<file path="src/sv/hpl_pkg.sv">
// Shared types and constants for the head pose block.
// Used by the controller, the datapath, the CORDIC unit, the top level and the testbench.
package hpl_pkg;

  localparam int COORD_W      = 16;
  localparam int ANGLE_W      = 17;
  localparam int SCALE_W      = 24;
  localparam int DEN_W        = 32;
  localparam int CORDIC_STEPS = 21;
  localparam int CORDIC_IDX_W = 5;

  localparam logic signed [ANGLE_W-1:0] ANGLE_LIMIT = 17'sd46080;
  localparam logic [SCALE_W-1:0]        SCALE_MAX   = 24'hFFFFFF;
  localparam logic [14:0]               YAW_GAIN    = 15'd23040;
  localparam logic [13:0]               PITCH_GAIN  = 14'd11520;

  localparam logic [21:0] CORDIC_ANGLE [CORDIC_STEPS] = '{
    22'd2949120, 22'd1740967, 22'd919879, 22'd466945, 22'd234379, 22'd117304,
    22'd58666, 22'd29335, 22'd14668, 22'd7334, 22'd3667, 22'd1833, 22'd917,
    22'd458, 22'd229, 22'd115, 22'd57, 22'd29, 22'd14, 22'd7, 22'd4
  };

  localparam logic [1:0] REG_FRAME_W      = 2'd0;
  localparam logic [1:0] REG_FRAME_H      = 2'd1;
  localparam logic [1:0] REG_YAW_LIMIT    = 2'd2;
  localparam logic [1:0] REG_PITCH_LIMIT  = 2'd3;

  localparam logic [1:0] YAW_NONE    = 2'd0;
  localparam logic [1:0] YAW_FRONTAL = 2'd1;
  localparam logic [1:0] YAW_LEFT    = 2'd2;
  localparam logic [1:0] YAW_RIGHT   = 2'd3;
  localparam logic [1:0] PITCH_NONE  = 2'd0;
  localparam logic [1:0] PITCH_UP    = 2'd1;
  localparam logic [1:0] PITCH_DOWN  = 2'd2;

  typedef enum logic [3:0] {
    ST_IDLE, ST_PREP1, ST_PREP2, ST_ISSUE, ST_DIV_YAW, ST_DIV_PITCH,
    ST_DIV_SCALE, ST_SQRT, ST_FINISH
  } state_t;

  typedef enum logic [1:0] {
    DIV_YAW, DIV_PITCH, DIV_SCALE
  } div_sel_t;

  typedef struct packed {
    logic     load;
    logic     prep1;
    logic     prep2;
    logic     cordic_start;
    logic     div_start;
    div_sel_t div_sel;
    logic     cap_yaw;
    logic     cap_pitch;
    logic     sqrt_start;
    logic     finish;
  } cmd_t;

  typedef struct packed {
    logic div_done;
    logic div_busy;
    logic sqrt_done;
    logic sqrt_busy;
    logic cordic_busy;
    logic out_free;
  } status_t;

endpackage

</file>
<file path="src/sv/hpl_ctrl.sv">
// Controller state machine sequencing the pose datapath.
// Depends on hpl_pkg for the state, command and status types.
module hpl_ctrl
  import hpl_pkg::*;
(
  input  logic    clk,
  input  logic    rst,
  input  logic    in_valid,
  input  logic    in_complete,
  output logic    in_ready,
  input  status_t status,
  output cmd_t    cmd
);

  state_t state, state_next;

  always_ff @(posedge clk) begin
    if (rst) begin
      state <= ST_IDLE;
    end else begin
      state <= state_next;
    end
  end

  always_comb begin
    state_next = state;
    unique case (state)
      ST_IDLE: begin
        if (in_valid) state_next = in_complete ? ST_PREP1 : ST_FINISH;
      end
      ST_PREP1:     state_next = ST_PREP2;
      ST_PREP2:     state_next = ST_ISSUE;
      ST_ISSUE:     state_next = ST_DIV_YAW;
      ST_DIV_YAW:   if (status.div_done) state_next = ST_DIV_PITCH;
      ST_DIV_PITCH: if (status.div_done) state_next = ST_DIV_SCALE;
      ST_DIV_SCALE: if (status.div_done) state_next = ST_SQRT;
      ST_SQRT:      if (status.sqrt_done) state_next = ST_FINISH;
      ST_FINISH: begin
        if (status.out_free && !status.cordic_busy) state_next = ST_IDLE;
      end
      default:      state_next = ST_IDLE;
    endcase
  end

  always_comb begin
    cmd         = '0;
    cmd.div_sel = DIV_YAW;
    in_ready    = 1'b0;
    unique case (state)
      ST_IDLE: begin
        in_ready = 1'b1;
        cmd.load = in_valid;
      end
      ST_PREP1: cmd.prep1 = 1'b1;
      ST_PREP2: cmd.prep2 = 1'b1;
      ST_ISSUE: begin
        cmd.cordic_start = 1'b1;
        cmd.div_start    = 1'b1;
        cmd.div_sel      = DIV_YAW;
      end
      ST_DIV_YAW: begin
        cmd.cap_yaw   = status.div_done;
        cmd.div_start = status.div_done;
        cmd.div_sel   = DIV_PITCH;
      end
      ST_DIV_PITCH: begin
        cmd.cap_pitch = status.div_done;
        cmd.div_start = status.div_done;
        cmd.div_sel   = DIV_SCALE;
      end
      ST_DIV_SCALE: cmd.sqrt_start = status.div_done;
      ST_SQRT: ;
      ST_FINISH: cmd.finish = status.out_free && !status.cordic_busy;
      default: ;
    endcase
  end

`ifndef SYNTHESIS
  a_finish_free: assert property (@(posedge clk) disable iff (rst)
    cmd.finish |-> status.out_free && !status.cordic_busy)
    else $error("result written while output or cordic busy");
  a_div_runs: assert property (@(posedge clk) disable iff (rst)
    cmd.div_start |=> status.div_busy)
    else $error("divider did not start");
  a_ready_quiet: assert property (@(posedge clk) disable iff (rst)
    in_ready |-> !status.div_busy && !status.sqrt_busy && !status.cordic_busy)
    else $error("request taken while arithmetic busy");
`endif

endmodule

</file>
<file path="config.mk">
export PLATFORM = sky130hd
export DESIGN_NAME = hpl_ctrl
export DESIGN_NICKNAME = d
export VERILOG_FILES = /design/src/sv/hpl_pkg.sv /design/src/sv/hpl_ctrl.sv
export SDC_FILE = /design/constraint.sdc
export NUM_CORES = 1
export LEC_CHECK = 0
export BUFFER_PORTS_ARGS = -buffer_cell sky130_fd_sc_hd__clkbuf_2
export CORE_AREA = 8 8 45 47
export DETAILED_ROUTE_END_ITERATION = 12
export DIE_AREA = 0 0 53 55
export HOLD_SLACK_MARGIN = 0.08
export PLACE_DENSITY = 0.62
export SLEW_MARGIN = 10
export SYNTH_ARGS = -nofsm -noshare
export SYNTH_HDL_FRONTEND = slang
export SYNTH_SLANG_ARGS = --single-unit
</file>
<file path="constraint.sdc">
create_clock -name clk -period 1.8 [get_ports clk]
set_clock_uncertainty 0.1 [all_clocks]
set_input_delay 0.18 -clock clk [delete_from_list [all_inputs] [get_ports clk]]
set_output_delay 0.18 -clock clk [all_outputs]
set_load 0.03 [all_outputs]
</file>
# [After elaboration in Yosys (flattened, before gate mapping)]
# Cells that the tools add are included.
[op_classes] n_eq_ne=14 mux=18 n_reduce_logical=4
[op_table] operator="4-bit case mux with 9 select lines" n=1
[op_table] operator="4-bit 2-to-1 mux" n=7
[op_table] operator="4-bit by 3-bit equality test with 1-bit output, second input constant" n=4
[op_table] operator="2-bit != test, second input constant" n=6
[op_table] operator="1-bit 2-to-1 mux" n=9
[op_table] operator="3-bit case mux with 3 select lines" n=1
[op_table] operator="4-bit by 2-bit equality test with 1-bit output, second input constant" n=2
[op_table] operator="6-bit AND reduction" n=1
[op_table] operator="4-bit by 1-bit equality test with 1-bit output, second input constant" n=1
[op_table] operator="4-bit equality test, second input constant" n=1
[op_table] operator="4-bit logical NOT" n=1
[op_table] operator="1-bit logical AND" n=1
[op_table] operator="1-bit logical NOT" n=1
[totals] ff_bits=4 in_bits=10

# [Logic depth before layout (Yosys ltp)]
# Gate-level depths: netlist of run 1.
[logic_depth] word_depth=4 mapped_depth=5 ltp_nobuf=4

# [Worst setup path before layout of run 1]
# No wires, ideal clock.
[synth_timing] kind="register to output" startpoint="register state[1]" endpoint="output cmd[10] (netlist name)" arrival_time_ns=1.954 required_ns=1.520 setup_slack_ns=-0.434 path_stages_with_launch=4 path_buffers=1 cell_sequence="dfxtp_1 -> buf_2 -> nor4_1 -> and2_1"
[synth_lines] item="start, declared" line_no="hpl_ctrl.sv:15" source="state_t state, state_next;"
[synth_lines] item="start signal, assigned" line_no="hpl_ctrl.sv:21" source="state <= state_next;"
[synth_lines] item="end, declared" line_no="hpl_ctrl.sv:12" source="output cmd_t cmd"

==> impl_results.md, run 1 <==
- Nets: just under 90
- ANT cells: 0
- M3 GR Usage: under 10%
- Final setup violation count: 0
- Initial Utilization: 28.7%
- End of the worst hold path: state[3]$_SDFFE_PP0P_
- Worst hold path class: input port to flip-flop
- Hold_buf cts: 0
- Share of layout cells above drive strength 1: roughly 45%
- Synth area leader: dfxtp_1
- GRT met1 Usage: around 8.3%
- Max Clock Freq: between 500 and 600 MHz
- Antenna violations before repair: 0
- Initial drt markers: 9
- Post-synthesis xor/xnor area fraction: 4.42%
- Most area-consuming cells after synthesis: dfxtp_1 (20%), mux2i_1 (7.6%), nor2_1 (7.6%), nand2_1 (6.6%), nor3_1 (5.0%)
- Regs by FF count: state x4
- Wire per inst: between 10 and 15 um
- Flop and latch count out of synthesis: 4
- Worst-path cell with the longest stage delay: dfxtp_2
- Clock Latency Late Sink: 0.23 ns
- Die X: 53 um
- Std cell rows: 14
- Largest family of logic cells by synthesized area: simple AND/OR/NAND/NOR gates
- Global-route wire length before repair: 1700 um
- Core ar.: 0.00138 mm^2
- Worst Tran Pin Value: 0.421 ns
- Cells on worst reg2reg path: 5
- Synth Cell Area: 397 um^2
- Inserted Clock Buffers: 3
- Final setup TNS: 0 ns
- Crit path time final: about 1.7 ns
- Status: finished, final reports clean
- DRC: 0
- Library cells used by synthesis: 26
- RSZ-0062 raised after global routing: no
- Vias in the first global route: 417
- Fin. max-slew vios: 0
- Slew margin rel.: 71.9%
- Mapped Avg Cell Area: a little over 7 um^2
- GP Congestion: roughly 0.7
- Share of power burned in registers: 25.0%
- Ys Warns: 0
- Met2 Use GR: about an eighth
- Synth Area in Simple Gates: about half
- CP endpoint kind: primary output
- Int Pwr: between 0.0003 and 0.0004 W
- PD cells: ~1300 mW/mm^2
- CTS Buffer Depth: 2
- IO buf count: 19
- Die ar.: 0.00292 mm^2
- CTS Root Cell: clkbuf_4
- Hold depth: 2
- Grt peak-use layer: met2
- NetSw: between 0.0003 and 0.0004 W
- Compound-gate portion of the synthesized area: a little under an eighth
- Syn-to-layout area delta: 39.7%
- Total grt overflow: 0
- Largest net degree at the start of global routing: 12
- Clock power frac: 15.6%
- Filler cell count in the final layout: 150
- Number of flip-flops in the largest register: 4
- Switching share of power: approximately half
- Critical-path cell list: buf_4 > nor2b_1 > and3_1 > clkbuf_2
- Routed vias/inst: 5.03
- Maximum fanout along the worst path: 10
- Die H: 55 um
- Adder-cell share of the synthesized area: 0%
- Syn nets: 65
- Reg clk slew, reported paths: roughly 0.040 ns
- Hpwl dp: 851 um
- Synth Flop Type: dfxtp_1
- CP Launch Type: flip-flop
- Sink Count: 4
- Combinational power share: around three fifths
- Critical Path Max Stage Delay: 0.40 ns
- CTS HTree Levels: 1
- Reg2reg setup slack: about 0.25 ns
- DR pass1 iterations: 4
- Critical path required time: roughly 1.5 ns
- RR Startpoint: state[1]$_SDFFE_PP0P_
- Antenna viol nets, final: 0
- Final Hold Viols: 0
- Sequential share of the synthesized area: 20.2%
- CP arrival: about 1.4 ns
- TritonCTS clock tree: done
- Total Routing Usage GR: under 10%
- Largest register by flop count: state
- Max-cap violations: 0
- Hold path start: rst
- Final wirelength: between 1000 and 1500 um
- I/O pin cnt: 22
- Mux contribution to synthesized area: roughly 7.6%
- Peak supply drop: around 0.00043 V
- Synth Instances: 55
- Final Power: 0.000714 W
- Pleak: around 0.27 nW
- FF-to-FF End: state[1]$_SDFFE_PP0P_
- Via count: between 400 and 500
- Fraction of registers with async set/reset: 0%
- Synth top area share: 20.2%
- Crit path kind: flip-flop to primary output
- Tcrit/Tclk final: between 90 and 100%
- Post-synth EDFFs: 0
-- logic make-up after synthesis --
logic type | Yosys count
and+or+nand+nor | 36
AOI/OAI and AO/OA | 5
buffers and inverters | 5
DFF | 4
muxes | 3
xor gates and xnor gates | 2
-- worst max-delay path, delay by kind of cell (launching register included) --
kind	cells	cell delay (ns)
flip-flops	1	0.40
buffers and inverters	2	0.39
AND/OR/NAND/NOR	2	0.36
-- area by class of cell --
type                            instances  area (um^2)  share of cell area, %
Sequential cell                         4         85.1                   15.3
Timing Repair Buffer                   22          118                   21.2
Multi-Input combinational cell         46          305                   55.1
Clock buffer                            3         22.5                   4.06
Tap cell                               16         20.0                   3.61
Inverter                                1         3.75                  0.677
-- metrics by stage --
step | area (um^2) | cells | setup slack [ns] | utilization (%) | hold WS [ns]
2_1_floorplan | 412 | 55 | 0.153 | - | 0.152
3_3_place_gp | 527 | 89 | 0.205 | 38.1 | 0.317
3_5_place_dp | 527 | 89 | 0.184 | 38.1 | 0.322
4_1_cts | 549 | 92 | 0.0134 | 39.7 | 0.0836
5_1_grt | 554 | 92 | 0.00654 | 40.1 | 0.0894
6_report | 554 | 92 | 0.131 | 40.1 | 0.0712
-- worst max path at each step --
stage | start | endpoint | slack, ns | cells after the start
after floorplan | state[1]$_SDFFE_PP0P_ | cmd[10] | 0.15 | 3
after global placement | state[1]$_SDFFE_PP0P_ | state[1]$_SDFFE_PP0P_ | 0.21 | 5
after detailed placement | state[1]$_SDFFE_PP0P_ | state[1]$_SDFFE_PP0P_ | 0.18 | 4
after CTS | state[2]$_SDFFE_PP0P_ | cmd[3] | 0.01 | 4
after global routing | state[2]$_SDFFE_PP0P_ | cmd[3] | 0.007 | 4
final | state[2]$_SDFFE_PP0P_ | cmd[3] | 0.13 | 4
-- cell usage in the layout (no fill, tap or decap), types with 3 or more instances in the layout --
cell type / instances
and2_1: 3
dfxtp_2: 4
mux2i_1: 3
clkbuf_4: 3
nand2_1: 7
nor3_1: 4
buf_4: 3
and3_1: 3
clkbuf_2: 18
nand2b_1: 3
nor2_1: 8
-- layer usage --
layer | vias up | part of all wire, %
met5 | - | 0
met4 | 0 | 1.1
met3 | 2 | 5.8
met2 | 10 | 52
met1 | 215 | 40
li1 | 236 | -
-- synthesized netlist by cell type, drive strengths merged (2+ instances only) --
cell type,count
and2,3
and3,3
buf,3
dfxtp,4
mux2i,3
nand2,7
nand2b,3
nor2,8
nor3,4
or2b,2
or4,2
-- repair_timing --
item,in CTS,in global routing
resized for setup,0,5
endpoints found under the setup margin,0,7
setup buffers,0,0
-- power groups by stage --
stage               clock, W  combinational [W]  sequential (W)
finish              0.000111           0.000424        0.000178
global route        0.000124           0.000465        0.000185
CTS                 0.000116           0.000427        0.000174
detailed placement         0           0.000425        0.000174
global placement           0           0.000421        0.000175
floorplan                  0           0.000369        0.000130
(Power assumes the default switching activity.)
==> run 2, diff against run 1 <==
- PLACE_DENSITY: 0.62 -> 0.65
- clock period: 1.8 -> 1.5 ns (I/O delays scaled with it)
==> impl_results.md, run 2 (synthesis results as in run 1) <==
- End of the worst hold path: state[3]$_SDFFE_PP0P_
- GP Congestion: approximately 0.76
- Global-route wire length before repair: around 2100 um
- Antenna viol nets, final: 0
- PD cells: approximately 1500 mW/mm^2
- Routed vias/inst: about 5
- Syn-to-layout area delta: 95.9%
- Slew margin rel.: approximately four fifths
- Final Hold Viols: 0
- Final wirelength: 1310 um
- Via count: 510
- Total Routing Usage GR: 9.39%
- Commonest cells after routing, fill and taps aside: buf_4 (12), clkbuf_2 (9), nand2_1 (7), nor2_1 (7)
- Critical-path cell list: buf_6 > nor4_4 > and2_4 > buf_8
- Final Power: ~0.0011 W
- Pleak: approximately 0.36 nW
- CP Launch Type: flip-flop
- Dpl ws: -0.0394 ns
- Maximum fanout along the worst path: 7
- Hold depth: 4
- Hpwl dp: a little over 900 um
- Crit. path cell count: 4
- Initial drt markers: 5
- Final setup violation count: 3
- Crit. Startpoint: state[0]$_SDFFE_PP0P_
- Status: complete, but fails checks
- Max-cap violations: 0
- Die X: between 50 and 60 um
- Die ar.: 0.00292 mm^2
- Grt peak-use layer: met2
- Peak supply drop: 0.000457 V
- CP endpoint kind: primary output
- Tcrit/Tclk final: 102%
- Buf/Inv on CP: 2
- Share of layout cells above drive strength 1: between 50% and 60%
- Antenna violations before repair: 0
- Final setup TNS: -0.0616 ns
- Hold path start: in_valid
- Max Clock Freq: ~650 MHz
- M3 GR Usage: 2.94%
- DRC: 0
- Regs by FF count: state x4
- Failing checks: setup timing
- Nets: 100
- Met2 Use GR: 15.0%
- IO buf count: 19
- Std cell rows: 14
- GRT met1 Usage: 10.0%
- Number of flip-flops in the largest register: 4
- DR pass1 iterations: 4
- Vias in the first global route: 522
- Worst-path cell with the longest stage delay: dfxtp_4
- CTS HTree Levels: 1
- Crit path kind: flip-flop to primary output
- Most common cell after layout, fill and taps aside: buf_4
- Clock Latency Late Sink: 0.23 ns
- Worst Tran Pin Value: 0.325 ns
- TritonCTS clock tree: done
- Wire per inst: between 10 and 15 um
- Reg clk slew, reported paths: 0.04 ns
- Sink Count: 4
- Cells on worst reg2reg path: 4
- CTS Root Cell: clkbuf_4
- Final hold slack: between 0.2 and 0.25 ns
- Top cell family by delay on the critical path: simple AND/OR/NAND/NOR gates
- Critical path required time: 1.25 ns
- Filler cell count in the final layout: between 100 and 150
- Largest register by flop count: state
- Initial Utilization: between 20 and 30%
- Total grt overflow: 0
- Critical Path Max Stage Delay: between 0.3 and 0.4 ns
- RR Startpoint: state[2]$_SDFFE_PP0P_
- CP arrival: approximately 1.3 ns
- Die H: 55 um
- ANT cells: 0
- Non-Filler Instances: 104
- Inserted Clock Buffers: 3
- Core ar.: ~0.0014 mm^2
- Worst hold path class: input port to flip-flop
- Placed Cells incl. Taps: 99
- I/O pin cnt: 22
- Fin. max-slew vios: 0
- CTS Buffer Depth: 2
- Largest net degree at the start of global routing: 10
- RSZ-0062 raised after global routing: yes
- Final worst slack: -0.0296 ns
- Crit path time final: 1.53 ns
- FF-to-FF End: state[2]$_SDFFE_PP0P_
- Reg2reg setup slack: 0.02 ns
-- run 2: cell types whose count changed in the layout (fill, tap and decap cells not counted), moves of 4 or more --
cell	delta
clkbuf_2	-9
dfxtp_2	-4
buf_4	+9
dfxtp_4	+4
buf_6	+4
-- run 2: final cells by class --
| type | count | area [um^2] | share of cell area [%] |
|---|---|---|---|
| Inverter | 1 | 3.75 | 0.483 |
| Clock buffer | 3 | 22.5 | 2.90 |
| Timing Repair Buffer | 34 | 277 | 35.6 |
| Multi-Input combinational cell | 46 | 359 | 46.2 |
| Sequential cell | 4 | 95.1 | 12.2 |
| Tap cell | 16 | 20.0 | 2.58 |
-- run 2: timing repair --
item                                   in CTS  in global routing
buffers inserted                            0                  1
endpoints found under the hold margin       1                  0
setup endpoints to repair                  13                 14
resized for setup                          21                 22
pin swaps                                   5                  4
hold buffers                                1                  0
-- run 2: power breakdown --
| group | leakage, nW | switching [W] | internal [W] |
|---|---|---|---|
| Combinational | 0.310 | 0.000394 | 0.000411 |
| Sequential | 0.0356 | 0.0000485 | 0.000148 |
| Clock | 0.0138 | 0.0000491 | 0.0000899 |
| Total | 0.359 | 0.000491 | 0.000649 |
-- run 2: how the worst max path moves through the flow --
stage / to / slack (ns)
floorplan: cmd[9] / -0.09
global placement: state[2]$_SDFFE_PP0P_ / -0.02
detailed placement: state[2]$_SDFFE_PP0P_ / -0.04
CTS: cmd[10] / -0.06
global route: cmd[10] / -0.10
finish: cmd[10] / -0.03
-- run 2: through the flow --
| stage | instance area, um^2 | util (%) |
|---|---|---|
| floorplan | 415 | - |
| global placement | 606 | 43.8 |
| CTS | 701 | 50.6 |
| finish | 777 | 56.1 |
| global route | 777 | 56.1 |
| detailed placement | 606 | 43.8 |
-- run 2: worst min-delay path: stages --
cell and delay [ns]:
clkbuf_2 0.09, or4_4 0.14, a31oi_1 0.09, nor2_1 0.07
-- run 2: per-layer routing --
layer / wire (um) / vias to the layer above
met5: 0 / -
met4: 25 / 0
met3: 87 / 2
met2: 633 / 14
met1: 560 / 232
li1: - / 262
==> run 3, diff against run 2 <==
- clock period: 1.5 -> 1.28 ns (I/O delays scaled with it)
==> impl_results.md, run 3 (synthesis results as in run 1) <==
- Status: complete, but fails checks
- Failing checks: setup timing
- DR pass1 iterations: 4
- Final Hold Viols: 0
- CTS HTree Levels: 1
- Max Clock Freq: around 640 MHz
- Worst-path cell with the longest stage delay: dfxtp_4
- RR Startpoint: state[2]$_SDFFE_PP0P_
- ANT cells: 0
- Antenna violations before repair: 0
- Crit path kind: flip-flop to primary output
- CP arrival: approximately 1.3 ns
- FF-to-FF End: state[2]$_SDFFE_PP0P_
- Core ar.: around 0.0014 mm^2
- Clock Latency Late Sink: ~0.24 ns
- Final wirelength: roughly 1600 um
- Largest register by flop count: state
- Nets: around 110
- GP Congestion: 0.834
- Final Power: around 0.0016 W
- Final setup TNS: -3.00 ns
- Inserted Clock Buffers: 3
- Regs by FF count: state x4
- Syn-to-layout area delta: 135%
- CP Capture Point: cmd[10]
- Worst Tran Pin Value: roughly 0.33 ns
- Number of flip-flops in the largest register: 4
- Wire per inst: 14.8 um
- Critical Path Max Stage Delay: between 0.3 and 0.4 ns
- Hold path start: rst
- Fin. max-slew vios: 0
- Die X: roughly 53 um
- Final setup violation count: 16
- Initial drt markers: 8
- Dpl ws: -0.198 ns
- Total grt overflow: 0
- Initial Utilization: between 20% and 30%
- PD cells: roughly 1700 mW/mm^2
- CTS Root Cell: clkbuf_4
- Worst hold path class: input port to flip-flop
- Final hold slack: approximately 0.12 ns
- Routed vias/inst: slightly below 5
- Tcrit/Tclk final: 122%
- Global-route wire length before repair: approximately 2700 um
- Peak supply drop: between 0.0008 and 0.0009 V
- Max-cap violations: 0
- Largest net degree at the start of global routing: 9
- Vias in the first global route: 582
- Total Routing Usage GR: 12.8%
- Std cell rows: 14
- Most common cell after layout, fill and taps aside: buf_4
- Reg2reg setup slack: -0.22 ns
- Die H: roughly 55 um
- Via count: 544
- Reg clk slew, reported paths: 0.04 ns
- Crit path time final: 1.56 ns
- Slew margin rel.: between 70% and 80%
- CP endpoint kind: primary output
- Cells on worst reg2reg path: 4
- TritonCTS clock tree: done
- Hpwl dp: 1030 um
- Die ar.: between 0.002 and 0.003 mm^2
- RSZ-0062 raised after global routing: yes
- CP Launch Type: flip-flop
- Pleak: 0.410 nW
- IO buf count: 19
- Commonest cells after routing, fill and taps aside: buf_4 (16), clkbuf_2 (7), nor2_1 (6), clkbuf_8 (6), buf_6 (5)
- Crit. Startpoint: state[0]$_SDFFE_PP0P_
- Maximum fanout along the worst path: 6
- Sink Count: 4
- Antenna viol nets, final: 0
- DRC: 0
- Share of layout cells above drive strength 1: roughly 70%
- Final worst slack: -0.282 ns
- Critical-path cell list: buf_4 > nor4_4 > and2_4 > buf_8
- CTS Buffer Depth: 2
- Critical path required time: 1.05 ns
- I/O pin cnt: 22
run 3: changes by cell type in the layout (fill, tap and decap cells not counted), sizes merged:
cell,before,now
clkbuf,14,17
buf,22,25
run 3: critical path, delay by kind of cell (launching register included):
family | cells | cell delay, ns
simple gates | 2 | 0.46
flops | 1 | 0.36
buf+inv | 2 | 0.27
run 3: worst min path at each step:
stage                     cells past startpoint                     to  slack (ns)
after global placement                        2  state[3]$_SDFFE_PP0P_        0.27
after detailed placement                      2  state[3]$_SDFFE_PP0P_        0.27
final                                         3  state[0]$_SDFFE_PP0P_        0.12
after global routing                          3  state[0]$_SDFFE_PP0P_        0.14
after CTS                                     3  state[2]$_SDFFE_PP0P_        0.12
after floorplan                               1  state[3]$_SDFFE_PP0P_        0.10
run 3: routing by layer:
layer / GRT usage, % / up-vias / part of all wire, %
met5: 0 / - / 0
met4: 11.2 / 0 / 2.6
met3: 3.21 / 5 / 3.9
met2: 23.2 / 11 / 58
met1: 11.9 / 252 / 35
li1: - / 276 / -
run 3: power breakdown:
group	total (W)	internal, W	leakage (nW)	switching (W)
clock network	0.000162	0.000105	0.0138	0.0000564
logic	0.00121	0.000635	0.361	0.000577
registers	0.000220	0.000170	0.0353	0.0000504
total	0.00159	0.000910	0.410	0.000684
run 3: cell type report:
class,count,area [um^2]
Sequential cell,4,92.6
Multi-Input combinational cell,46,420
Tap cell,16,20.0
Inverter,1,3.75
Fill cell,101,453
Timing Repair Buffer,40,372
Clock buffer,3,22.5
run 3: stage by stage:
stage	instance area [um^2]	instances	util [%]
floorplan	459	55	-
global placement	647	101	46.7
detailed placement	647	101	46.7
CTS	867	109	62.7
global route	931	110	67.3
finish	931	110	67.3
run 3: timing repair:
item                                   CTS  global route
buffers inserted                         4             2
setup endpoints to repair               16            16
endpoints found under the hold margin    1             0
gates resized for setup                 38            14
hold buffers                             1             0
pin swaps                               10             4
